File: src/gwsp_pkg.sv
// ---------------------------------------------------------------------------
// Grid weighted shortest path: shared package
// Field widths, cell and scratch entry layouts, terrain costs, controller
// states and the command and status words between controller and datapath.
// ---------------------------------------------------------------------------
package gwsp_pkg;

   localparam int GridRowsDefault = 16;
   localparam int GridColsDefault = 16;

   localparam int CoordW   = 4;
   localparam int TerrainW = 3;
   localparam int OwnerW   = 4;
   localparam int AllowW   = 6;
   localparam int CostW    = 20;
   localparam int StepW    = 11;

   localparam logic [CostW-1:0] CostMax = {CostW{1'b1}};

   localparam logic [TerrainW-1:0] TerrGrass    = 3'd0;
   localparam logic [TerrainW-1:0] TerrForest   = 3'd1;
   localparam logic [TerrainW-1:0] TerrRiver    = 3'd2;
   localparam logic [TerrainW-1:0] TerrOcean    = 3'd3;
   localparam logic [TerrainW-1:0] TerrMountain = 3'd4;

   typedef struct packed {
      logic [TerrainW-1:0] terrain;
      logic                walkable;
      logic [OwnerW-1:0]   owner;
      logic [AllowW-1:0]   allowance;
      logic                may_move;
   } cell_type;

   typedef struct packed {
      logic [CostW-1:0] total;
      logic             known;
      logic             settled;
   } dist_type;

   typedef enum logic [3:0] {
      ST_IDLE,
      ST_ORG_RD,
      ST_DST_RD,
      ST_CHECK,
      ST_CLEAR,
      ST_SEED,
      ST_SCAN,
      ST_SCAN_END,
      ST_PICK,
      ST_SETTLE,
      ST_NB_RD,
      ST_NB_WR,
      ST_DONE
   } gwsp_state_type;

   typedef enum logic [1:0] {
      SEL_ORIGIN,
      SEL_DEST,
      SEL_NEIGHBOUR
   } gwsp_sel_type;

   typedef enum logic [1:0] {
      DIR_UP,
      DIR_DOWN,
      DIR_LEFT,
      DIR_RIGHT
   } gwsp_dir_type;

   typedef struct packed {
      logic         load_cell;
      logic         capture_query;
      gwsp_sel_type cell_sel;
      logic         latch_origin;
      logic         latch_dest;
      logic         idx_clr;
      logic         idx_inc;
      logic         clear_wr;
      logic         seed_wr;
      logic         scan_issue;
      logic         settle_wr;
      logic         nb_clr;
      logic         nb_inc;
      logic         relax_wr;
      logic         set_reach;
      logic         cost_from_best;
      logic         out_load;
   } gwsp_cmd_type;

   typedef struct packed {
      logic oob;
      logic same_cell;
      logic mover_zero;
      logic idx_last;
      logic found;
      logic best_is_dest;
      logic nb_exists;
      logic nb_last;
      logic out_free;
   } gwsp_status_type;

   // half-steps to enter a cell; zero marks a code that can never be entered
   function automatic logic [StepW-1:0] enter_cost(input logic [TerrainW-1:0] terrain);
      logic [StepW-1:0] cost;
      case (terrain)
         TerrGrass:    cost = 11'd2;
         TerrForest:   cost = 11'd3;
         TerrRiver:    cost = 11'd5;
         TerrOcean:    cost = 11'd1998;
         TerrMountain: cost = 11'd4;
         default:      cost = 11'd0;
      endcase
      return cost;
   endfunction

endpackage

File: src/gwsp_ctrl.sv
// ---------------------------------------------------------------------------
// Grid weighted shortest path: controller
// Sequences cell loads, query checks, scratch clearing, the minimum scan,
// settling and neighbour relaxation, and hands the result to the output.
// ---------------------------------------------------------------------------
module gwsp_ctrl (
   input  logic                      clock,
   input  logic                      reset,
   input  logic                      req_valid,
   input  logic                      req_mode,
   output logic                      req_ready,
   input  gwsp_pkg::gwsp_status_type status,
   output gwsp_pkg::gwsp_cmd_type    cmd
);

   gwsp_pkg::gwsp_state_type state_ff;
   gwsp_pkg::gwsp_state_type state_in;

   always_ff @(posedge clock) begin
      if (reset) begin
         state_ff <= gwsp_pkg::ST_IDLE;
      end else begin
         state_ff <= state_in;
      end
   end

   always_comb begin
      state_in = state_ff;
      case (state_ff)
         gwsp_pkg::ST_IDLE: begin
            if (req_valid && req_mode) begin
               state_in = gwsp_pkg::ST_ORG_RD;
            end
         end
         gwsp_pkg::ST_ORG_RD:   state_in = gwsp_pkg::ST_DST_RD;
         gwsp_pkg::ST_DST_RD:   state_in = gwsp_pkg::ST_CHECK;
         gwsp_pkg::ST_CHECK: begin
            if (status.oob || status.same_cell || status.mover_zero) begin
               state_in = gwsp_pkg::ST_DONE;
            end else begin
               state_in = gwsp_pkg::ST_CLEAR;
            end
         end
         gwsp_pkg::ST_CLEAR: begin
            if (status.idx_last) begin
               state_in = gwsp_pkg::ST_SEED;
            end
         end
         gwsp_pkg::ST_SEED:     state_in = gwsp_pkg::ST_SCAN;
         gwsp_pkg::ST_SCAN: begin
            if (status.idx_last) begin
               state_in = gwsp_pkg::ST_SCAN_END;
            end
         end
         gwsp_pkg::ST_SCAN_END: state_in = gwsp_pkg::ST_PICK;
         gwsp_pkg::ST_PICK: begin
            if (status.found) begin
               state_in = gwsp_pkg::ST_SETTLE;
            end else begin
               state_in = gwsp_pkg::ST_DONE;
            end
         end
         gwsp_pkg::ST_SETTLE: begin
            if (status.best_is_dest) begin
               state_in = gwsp_pkg::ST_DONE;
            end else begin
               state_in = gwsp_pkg::ST_NB_RD;
            end
         end
         gwsp_pkg::ST_NB_RD: begin
            if (status.nb_exists) begin
               state_in = gwsp_pkg::ST_NB_WR;
            end else if (status.nb_last) begin
               state_in = gwsp_pkg::ST_SCAN;
            end
         end
         gwsp_pkg::ST_NB_WR: begin
            if (status.nb_last) begin
               state_in = gwsp_pkg::ST_SCAN;
            end else begin
               state_in = gwsp_pkg::ST_NB_RD;
            end
         end
         gwsp_pkg::ST_DONE: begin
            if (status.out_free) begin
               state_in = gwsp_pkg::ST_IDLE;
            end
         end
         default:               state_in = gwsp_pkg::ST_IDLE;
      endcase
   end

   always_comb begin
      cmd       = '0;
      cmd.cell_sel = gwsp_pkg::SEL_ORIGIN;
      req_ready = 1'b0;
      case (state_ff)
         gwsp_pkg::ST_IDLE: begin
            req_ready         = 1'b1;
            cmd.load_cell     = req_valid && !req_mode;
            cmd.capture_query = req_valid && req_mode;
            cmd.idx_clr       = req_valid && req_mode;
         end
         gwsp_pkg::ST_ORG_RD: begin
            cmd.cell_sel = gwsp_pkg::SEL_ORIGIN;
         end
         gwsp_pkg::ST_DST_RD: begin
            cmd.cell_sel     = gwsp_pkg::SEL_DEST;
            cmd.latch_origin = 1'b1;
         end
         gwsp_pkg::ST_CHECK: begin
            cmd.latch_dest = 1'b1;
            cmd.set_reach  = !status.oob && status.same_cell;
         end
         gwsp_pkg::ST_CLEAR: begin
            cmd.clear_wr = 1'b1;
            cmd.idx_inc  = 1'b1;
         end
         gwsp_pkg::ST_SEED: begin
            cmd.seed_wr = 1'b1;
            cmd.idx_clr = 1'b1;
         end
         gwsp_pkg::ST_SCAN: begin
            cmd.scan_issue = 1'b1;
            cmd.idx_inc    = 1'b1;
         end
         gwsp_pkg::ST_SETTLE: begin
            cmd.settle_wr      = 1'b1;
            cmd.set_reach      = status.best_is_dest;
            cmd.cost_from_best = status.best_is_dest;
            cmd.nb_clr         = !status.best_is_dest;
         end
         gwsp_pkg::ST_NB_RD: begin
            cmd.cell_sel = gwsp_pkg::SEL_NEIGHBOUR;
            cmd.nb_inc   = !status.nb_exists;
            cmd.idx_clr  = !status.nb_exists && status.nb_last;
         end
         gwsp_pkg::ST_NB_WR: begin
            cmd.relax_wr = 1'b1;
            cmd.nb_inc   = 1'b1;
            cmd.idx_clr  = status.nb_last;
         end
         gwsp_pkg::ST_DONE: begin
            cmd.out_load = status.out_free;
         end
         default: begin
            cmd = '0;
         end
      endcase
   end

endmodule

File: config.mk
export PLATFORM = sky130hd
export DESIGN_NAME = gwsp_ctrl
export DESIGN_NICKNAME = d
export VERILOG_FILES = /design/src/gwsp_pkg.sv /design/src/gwsp_ctrl.sv
export SDC_FILE = /design/constraint.sdc
export NUM_CORES = 1
export LEC_CHECK = 0
export BUFFER_PORTS_ARGS = -buffer_cell sky130_fd_sc_hd__buf_2
export CAP_MARGIN = 20
export CORE_AREA = 8 8 45 47
export CTS_BUF_LIST = sky130_fd_sc_hd__clkbuf_16
export DETAILED_ROUTE_END_ITERATION = 10
export DIE_AREA = 0 0 53 55
export GPL_TIMING_DRIVEN = 0
export PLACE_DENSITY = 0.75
export SYNTH_ARGS = -nofsm -noshare
export SYNTH_HDL_FRONTEND = slang
export SYNTH_SLANG_ARGS = --single-unit
File: constraint.sdc
create_clock -name clock -period 2.81 [get_ports clock]
set_input_delay 0.1405 -clock clock [delete_from_list [all_inputs] [get_ports clock]]
set_output_delay 0.1405 -clock clock [all_outputs]
set_load 0.02 [all_outputs]
# After elaboration in Yosys (flattened, before gate mapping)
# Index checks and enable logic that the tools add are counted.
[totals]
out_inout_bits = 19
regBits = 4
in_bits = 13
[op_classes]
n_mux = 27
n_reduce_logical = 13
eq_ne = 17
[op_table]
columns = ["op", "n"]
rows = [
  ["$pmux 4 s13", 1],
  ["$mux 4", 8],
  ["$eq 4x4->1 const B", 5],
  ["$eq 4x3->1 const B", 4],
  ["$mux 1", 10],
  ["$eq 4x2->1 const B", 2],
  ["$ne 2x2->1 const B", 4],
  ["$mux 3", 2],
  ["$reduce_and 5->1", 1],
  ["$eq 4x1->1 const B", 1],
  ["$logic_and 1x1->1", 4],
  ["$logic_not 1->1", 4],
  ["$logic_not 4->1", 1],
  ["$mux 2", 2],
  ["$pmux 1 s2", 2],
  ["$pmux 1 s4", 1],
  ["$pmux 2 s2", 1],
  ["$ne 3x3->1 const B", 1],
  ["$logic_or 1x1->1", 2],
  ["$reduce_or 2->1", 1],
]

# Logic depth before layout (Yosys ltp)
# Gate-level depths: netlist of run 1.
[logic_depth]
ltp_word = 4
ltp_mapped = 6

# Least setup slack after synthesis of run 1
# Ideal clock, no wire load.
[synth_path]
path_kind = "reg2out"
from = "register state_ff[2]"
to = "output port cmd[7] (netlist bit)"
required_time_ps = 2670
path_stages_with_launch = 4
arrival_ps = 1599
slack_ps = 1070
path_buffers = 1
cell_sequence = "dfxtp_1 buf_2 nor3b_1 and2_1"
[synth_rtl]
columns = ["item", "line", "source"]
rows = [
  ["start, declared", "gwsp_ctrl.sv:16", "gwsp_pkg::gwsp_state_type state_ff;"],
  ["start signal, assigned", "gwsp_ctrl.sv:21", "state_ff <= gwsp_pkg::ST_IDLE;"],
  ["start signal, assigned", "gwsp_ctrl.sv:23", "state_ff <= state_in;"],
  ["end, declared", "gwsp_ctrl.sv:13", "output gwsp_pkg::gwsp_cmd_type cmd"],
]

==> reports/results.ini, run 1 <==
[run_status]
status = complete, no violations

[final_layout]
largest_register = state_ff
drive_above_1_share_pct = 42.31
largest_reg_flops = 4
n_antenna_cell = 0
area.growth.synth_to_final_pct = 47.85
regArea_um2 = 80.08
nNetsFinal = 119
multi_input_area_um2 = 396.6
fin_util_pct = 55.88
top_regs = state_ff: 4 flops
nFillCells = 144

[detailed_routing]
route.vias.total = 654
first_pass_iters = 4
ant_nets = 0
drc = 0
wl_per_cell_um = 14.20
totalWireLength_um = 1704
drt-initial-drc-count = 11
vias_per_cell = 5.450

[setup_path]
slowest_stage = dfxtp_1
cp_slowest_stage_delay_ps = 430
end_kind = primary output
crit_path_frequent_cell = buf_2
critPathKind = reg2out
cp.arrival_ps = 1610
r2r_slack_ps = 1370
r2r-end = state_ff[2]$_SDFFE_PP0P_
crit_path_max_fanout = 10
crit_family = simple AND/OR/NAND/NOR gates
start_kind = register
r2r_start = state_ff[3]$_SDFFE_PP0P_
worstPathRequired_ps = 2670
crit_chain = buf_2 > nor3b_1 > and2_1 > buf_2
r2r_cells = 5
critPathBufInv = 2

[run]
drv_cap = 0

[yosys]
synth_top_cell_area_share_pct = 15.31
seq_area_frac_synth_pct = 15.31
yosys_warnings = 0
avgSynthCellArea_um2 = 7.471
yosysMostFrequentCell = nor2_1
yosys_register_bits = 4
async_reset_ff_share_pct = 0
ys_top_cells_by_area = dfxtp_1 15%, nor2_1 5.7%, nor2b_1 4.8%
netlist_instances = 70
synth_edf_count = 0
synth_flop_cell = dfxtp_1
synth_area_um2 = 523.0
synth_fp_nets = 83
synth.distinct_cells = 34
yosysTopAreaCell = dfxtp_1

[grt]
antenna_found_initial = 0
grt_overflow = 0
first_global_vias = 653
grt_first_pass_wirelength_um = 2718
grt_use_total_pct = 12.17
grt_max_degree = 11

[pwr]
peakVddDrop_mv = 0.6299
powerDensity_nw_per_um2 = 1011
p_leak_nw = 0.4297

[clock_tree]
tritoncts.num_buffers = 3
clockBufferDepth = 2
post-cts-setup-buffers = 0
clkSlewWorstSetupHoldPaths_ps = 30
htree_levels = 1
cts_tree = done
cts_resized = 0
cts_sinks = 4
clock_latency_ps = 230
hold_buffers = 0
root_buffer = clkbuf_16

[place]
gp_congestion = 0.8345
dp_hpwl_um = 1375
port_buffers = 31

[timing]
clock_skew_ps = 4.629
hold_slack_ps = 133.9
period_share_pct = 62.14
finalSetupViolCount = 0
worst_pin_slew_ps = 407.6
final_hold_viol_count = 0
rsz0062_at_grt = false
max-slew-margin-rel_pct = 72.58
fin_setup_tns_ps = 0
slew_viol_final = 0
period_minus_slack_ps = 1746
max_freq_mhz = 572.7

[die]
pin_count = 32
fp-row-count = 14
die_area_um2 = 2915
initial_core_util_pct = 37.79
die_y_um = 55
die_w_um = 53
core_region_area_um2 = 1384

[min_path]
worstHoldStart = reset
holdPathStages = 2
hold_end = state_ff[3]$_SDFFE_PP0P_
hold_path.class = in2reg

[worst max path at each step]
stage / from / end / slack [ps] / depth (start not counted)
after global routing: state_ff[3]$_SDFFE_PP0P_ / cmd[2] / 940 / 6
after detailed placement: state_ff[2]$_SDFFE_PP0P_ / cmd[7] / 1300 / 4
after CTS: state_ff[2]$_SDFFE_PP0P_ / cmd[7] / 1060 / 4
final: state_ff[2]$_SDFFE_PP0P_ / cmd[7] / 1060 / 4
after floorplan: state_ff[2]$_SDFFE_PP0P_ / cmd[7] / 1070 / 3
after global placement: state_ff[3]$_SDFFE_PP0P_ / cmd[2] / 1320 / 6
[layout by cell type (no fill, tap or decap), types with 2 or more instances in the layout]
master     Yosys  final
a21oi_1        3      3
and3_1         2      2
nor4_1         3      3
dfxtp_1        4      4
and2_1         2      2
nand2_1        4      4
nor2b_1        4      4
buf_2          4     35
nor2_1         8      8
nand3b_1       2      2
nand2b_1       3      3
o21ai_0        3      3
nor3_1         3      3
nor3b_1        2      2
inv_1          4      4
clkbuf_16      0      3
[cell type report]
| cell class | instances | area share [%] |
|---|---|---|
| inverters | 4 | 1.942 |
| clock buffers | 3 | 9.709 |
| plain buffers | 5 | 4.045 |
| flip-flops and latches | 4 | 10.36 |
| repair buffers | 31 | 20.06 |
| multi-input cells | 57 | 51.29 |
| well taps | 16 | 2.589 |
[worst register-to-register path, delay by kind of cell (launching register included)]
family	cells	cell delay, ps
AOI/OAI and AO/OA	2	400
buffers and inverters	2	450
DFF	1	360
and+or+nand+nor	1	100
[power by group]
part / total [mW] / internal, mW / switching (mW)
clock network: 0.223 / 0.182 / 0.0409
registers: 0.122 / 0.0789 / 0.0433
logic: 0.437 / 0.182 / 0.255
[metal layers]
layer / share of wire [%] / wire, um / global-route usage [%] / vias up
met1: 40 / 684 / 13.03 / 297
met5: 0 / 0 / 0 / -
met2: 52 / 883 / 21.88 / 27
met4: 1.8 / 31 / 6.034 / 0
met3: 6.2 / 105 / 2.941 / 4
li1: - / - / - / 326
[kinds of logic (layout without fill, tap and decap cells)]
kind of cell    Yosys count  count (layout)  share of synthesized area [%]
compound gates           16              16                          23.92
simple gates             40              40                          50.00
flops                     4               4                          15.31
buf+inv                   9              43                          8.851
mux                       1               1                          1.914
[per-stage QoR]
stage / power (mW) / setup WS, ps / instance area [um2] / instances
final: 0.7821 / 1064 / 773.2 / 120
after CTS: 0.7849 / 1060 / 773.2 / 120
after detailed placement: 0.5568 / 1296 / 698.2 / 117
after floorplan: 0.4384 / 1070 / 523.0 / 70
after global routing: 0.8336 / 937.6 / 773.2 / 120
after global placement: 0.5507 / 1325 / 698.2 / 117
(Power assumes the default switching activity.)
==> inputs of run 2 (changes only) <==
==> constraint.sdc (replaced) <==
create_clock -name clock -period 1.8 [get_ports clock]
set_input_delay 0.09 -clock clock [delete_from_list [all_inputs] [get_ports clock]]
set_output_delay 0.09 -clock clock [all_outputs]
set_load 0.02 [all_outputs]
==> reports/results.ini, run 2 (synthesis gave the netlist of run 1 again) <==
[run_status]
status = complete, no violations

[detailed_routing]
ant_nets = 0
drt-initial-drc-count = 5
wl_per_cell_um = 14.29
route.vias.total = 655
totalWireLength_um = 1715
first_pass_iters = 4
vias_per_cell = 5.458
drc = 0

[die]
core_region_area_um2 = 1384
fp-row-count = 14
die_w_um = 53
initial_core_util_pct = 37.79
die_y_um = 55
die_area_um2 = 2915
pin_count = 32

[setup_path]
r2r_slack_ps = 380
endpoint = cmd[2]
crit_family = simple AND/OR/NAND/NOR gates
start_kind = register
end_kind = primary output
worstPathRequired_ps = 1710
crit_chain = clkbuf_4 > and2b_1 > nor3b_4 > and2_1 > a31o_2 > buf_2
r2r_cells = 5
cp_slowest_stage_delay_ps = 320
critPathKind = reg2out
r2r-end = state_ff[2]$_SDFFE_PP0P_
r2r_start = state_ff[1]$_SDFFE_PP0P_
critPathBufInv = 2
crit_path_max_fanout = 10
crit_start = state_ff[3]$_SDFFE_PP0P_
cp.arrival_ps = 1600
slowest_stage = dfxtp_1
crit_cells = 6

[final_layout]
largest_reg_flops = 4
n_antenna_cell = 0
fin_area_um2 = 782.0
nNetsFinal = 119
layout_common_cells = 34 x buf_2, 8 x nor2_1
final_common_cell = buf_2
fin_util_pct = 56.51
largest_register = state_ff
area.growth.synth_to_final_pct = 49.52
top_regs = state_ff: 4 flops
drive_above_1_share_pct = 42.31
nFillCells = 141

[pwr]
peakVddDrop_mv = 0.9836
powerDensity_nw_per_um2 = 1579
p_leak_nw = 0.4313

[timing]
max-slew-margin-rel_pct = 73.11
period_share_pct = 93.82
final_hold_viol_count = 0
fin_setup_tns_ps = 0
hold_slack_ps = 83.52
max_freq_mhz = 592.1
worst_pin_slew_ps = 399.6
period_minus_slack_ps = 1689
worst_slack_ps = 111.2
slew_viol_final = 0
clock_skew_ps = 4.765
finalSetupViolCount = 0

[clock_tree]
clkSlewWorstSetupHoldPaths_ps = 30
root_buffer = clkbuf_16
cts_sinks = 4
clockBufferDepth = 2
hold_buffers = 0
post-cts-setup-buffers = 0
cts_resized = 0
tritoncts.num_buffers = 3
cts_tree = done
htree_levels = 1
clock_latency_ps = 230

[grt]
first_global_vias = 653
grt_first_pass_wirelength_um = 2718
grt_max_degree = 11
grt_overflow = 0
grt_use_total_pct = 12.17
antenna_found_initial = 0

[place]
gp_congestion = 0.8345
dp_hpwl_um = 1375
placed_area_um2 = 698.2
port_buffers = 31
place_ws_ps = 336.1

[run]
drv_cap = 0

[min_path]
hold_path.class = in2reg

run 2: changes by cell type in the layout (fill, tap and decap cells not counted), sizes merged:
cell / before / now
clkbuf: 3 / 4
buf: 36 / 35
run 2: final cells by class:
type	count	area [um2]	area share, %
flip-flops and latches	4	80.08	10.24
plain buffers	5	33.78	4.320
well taps	16	20.02	2.560
inverters	4	15.01	1.920
repair buffers	31	155.1	19.84
multi-input cells	57	402.9	51.52
clock buffers	3	75.07	9.600
run 2: where the power goes:
group	switching, mW	internal [mW]	leakage [nW]
logic	0.405	0.291	0.362
registers	0.0675	0.123	0.0328
clock network	0.0641	0.284	0.0370
run 2: worst register-to-register path, stage by stage, from the launching register on:
cell	delay [ps]
dfxtp_1	490
buf_6	200
a21oi_1	50
nor4_1	360
a2111oi_2	100
o2bb2ai_1	150
run 2: stage by stage:
| step | total power [mW] | cells |
|---|---|---|
| finish | 1.235 | 120 |
| global route | 1.316 | 120 |
| CTS | 1.225 | 120 |
| detailed placement | 0.8693 | 117 |
| global placement | 0.8597 | 117 |
| floorplan | 0.6843 | 70 |
run 2: layer usage:
layer  GRT usage, %  up-vias  wire [um]
met5              0        -          0
met4          6.034        0         36
met3          2.941        6        109
met2          21.88       28        878
met1          13.03      295        691
li1               -      326          -
run 2: worst min-delay path by stage:
stage	depth (start not counted)	from	to	slack, ps
finish	2	reset	state_ff[3]$_SDFFE_PP0P_	80
global route	2	reset	state_ff[3]$_SDFFE_PP0P_	90
CTS	2	reset	state_ff[3]$_SDFFE_PP0P_	80
detailed placement	2	reset	state_ff[3]$_SDFFE_PP0P_	310
global placement	2	reset	state_ff[3]$_SDFFE_PP0P_	300
floorplan	1	reset	state_ff[3]$_SDFFE_PP0P_	160
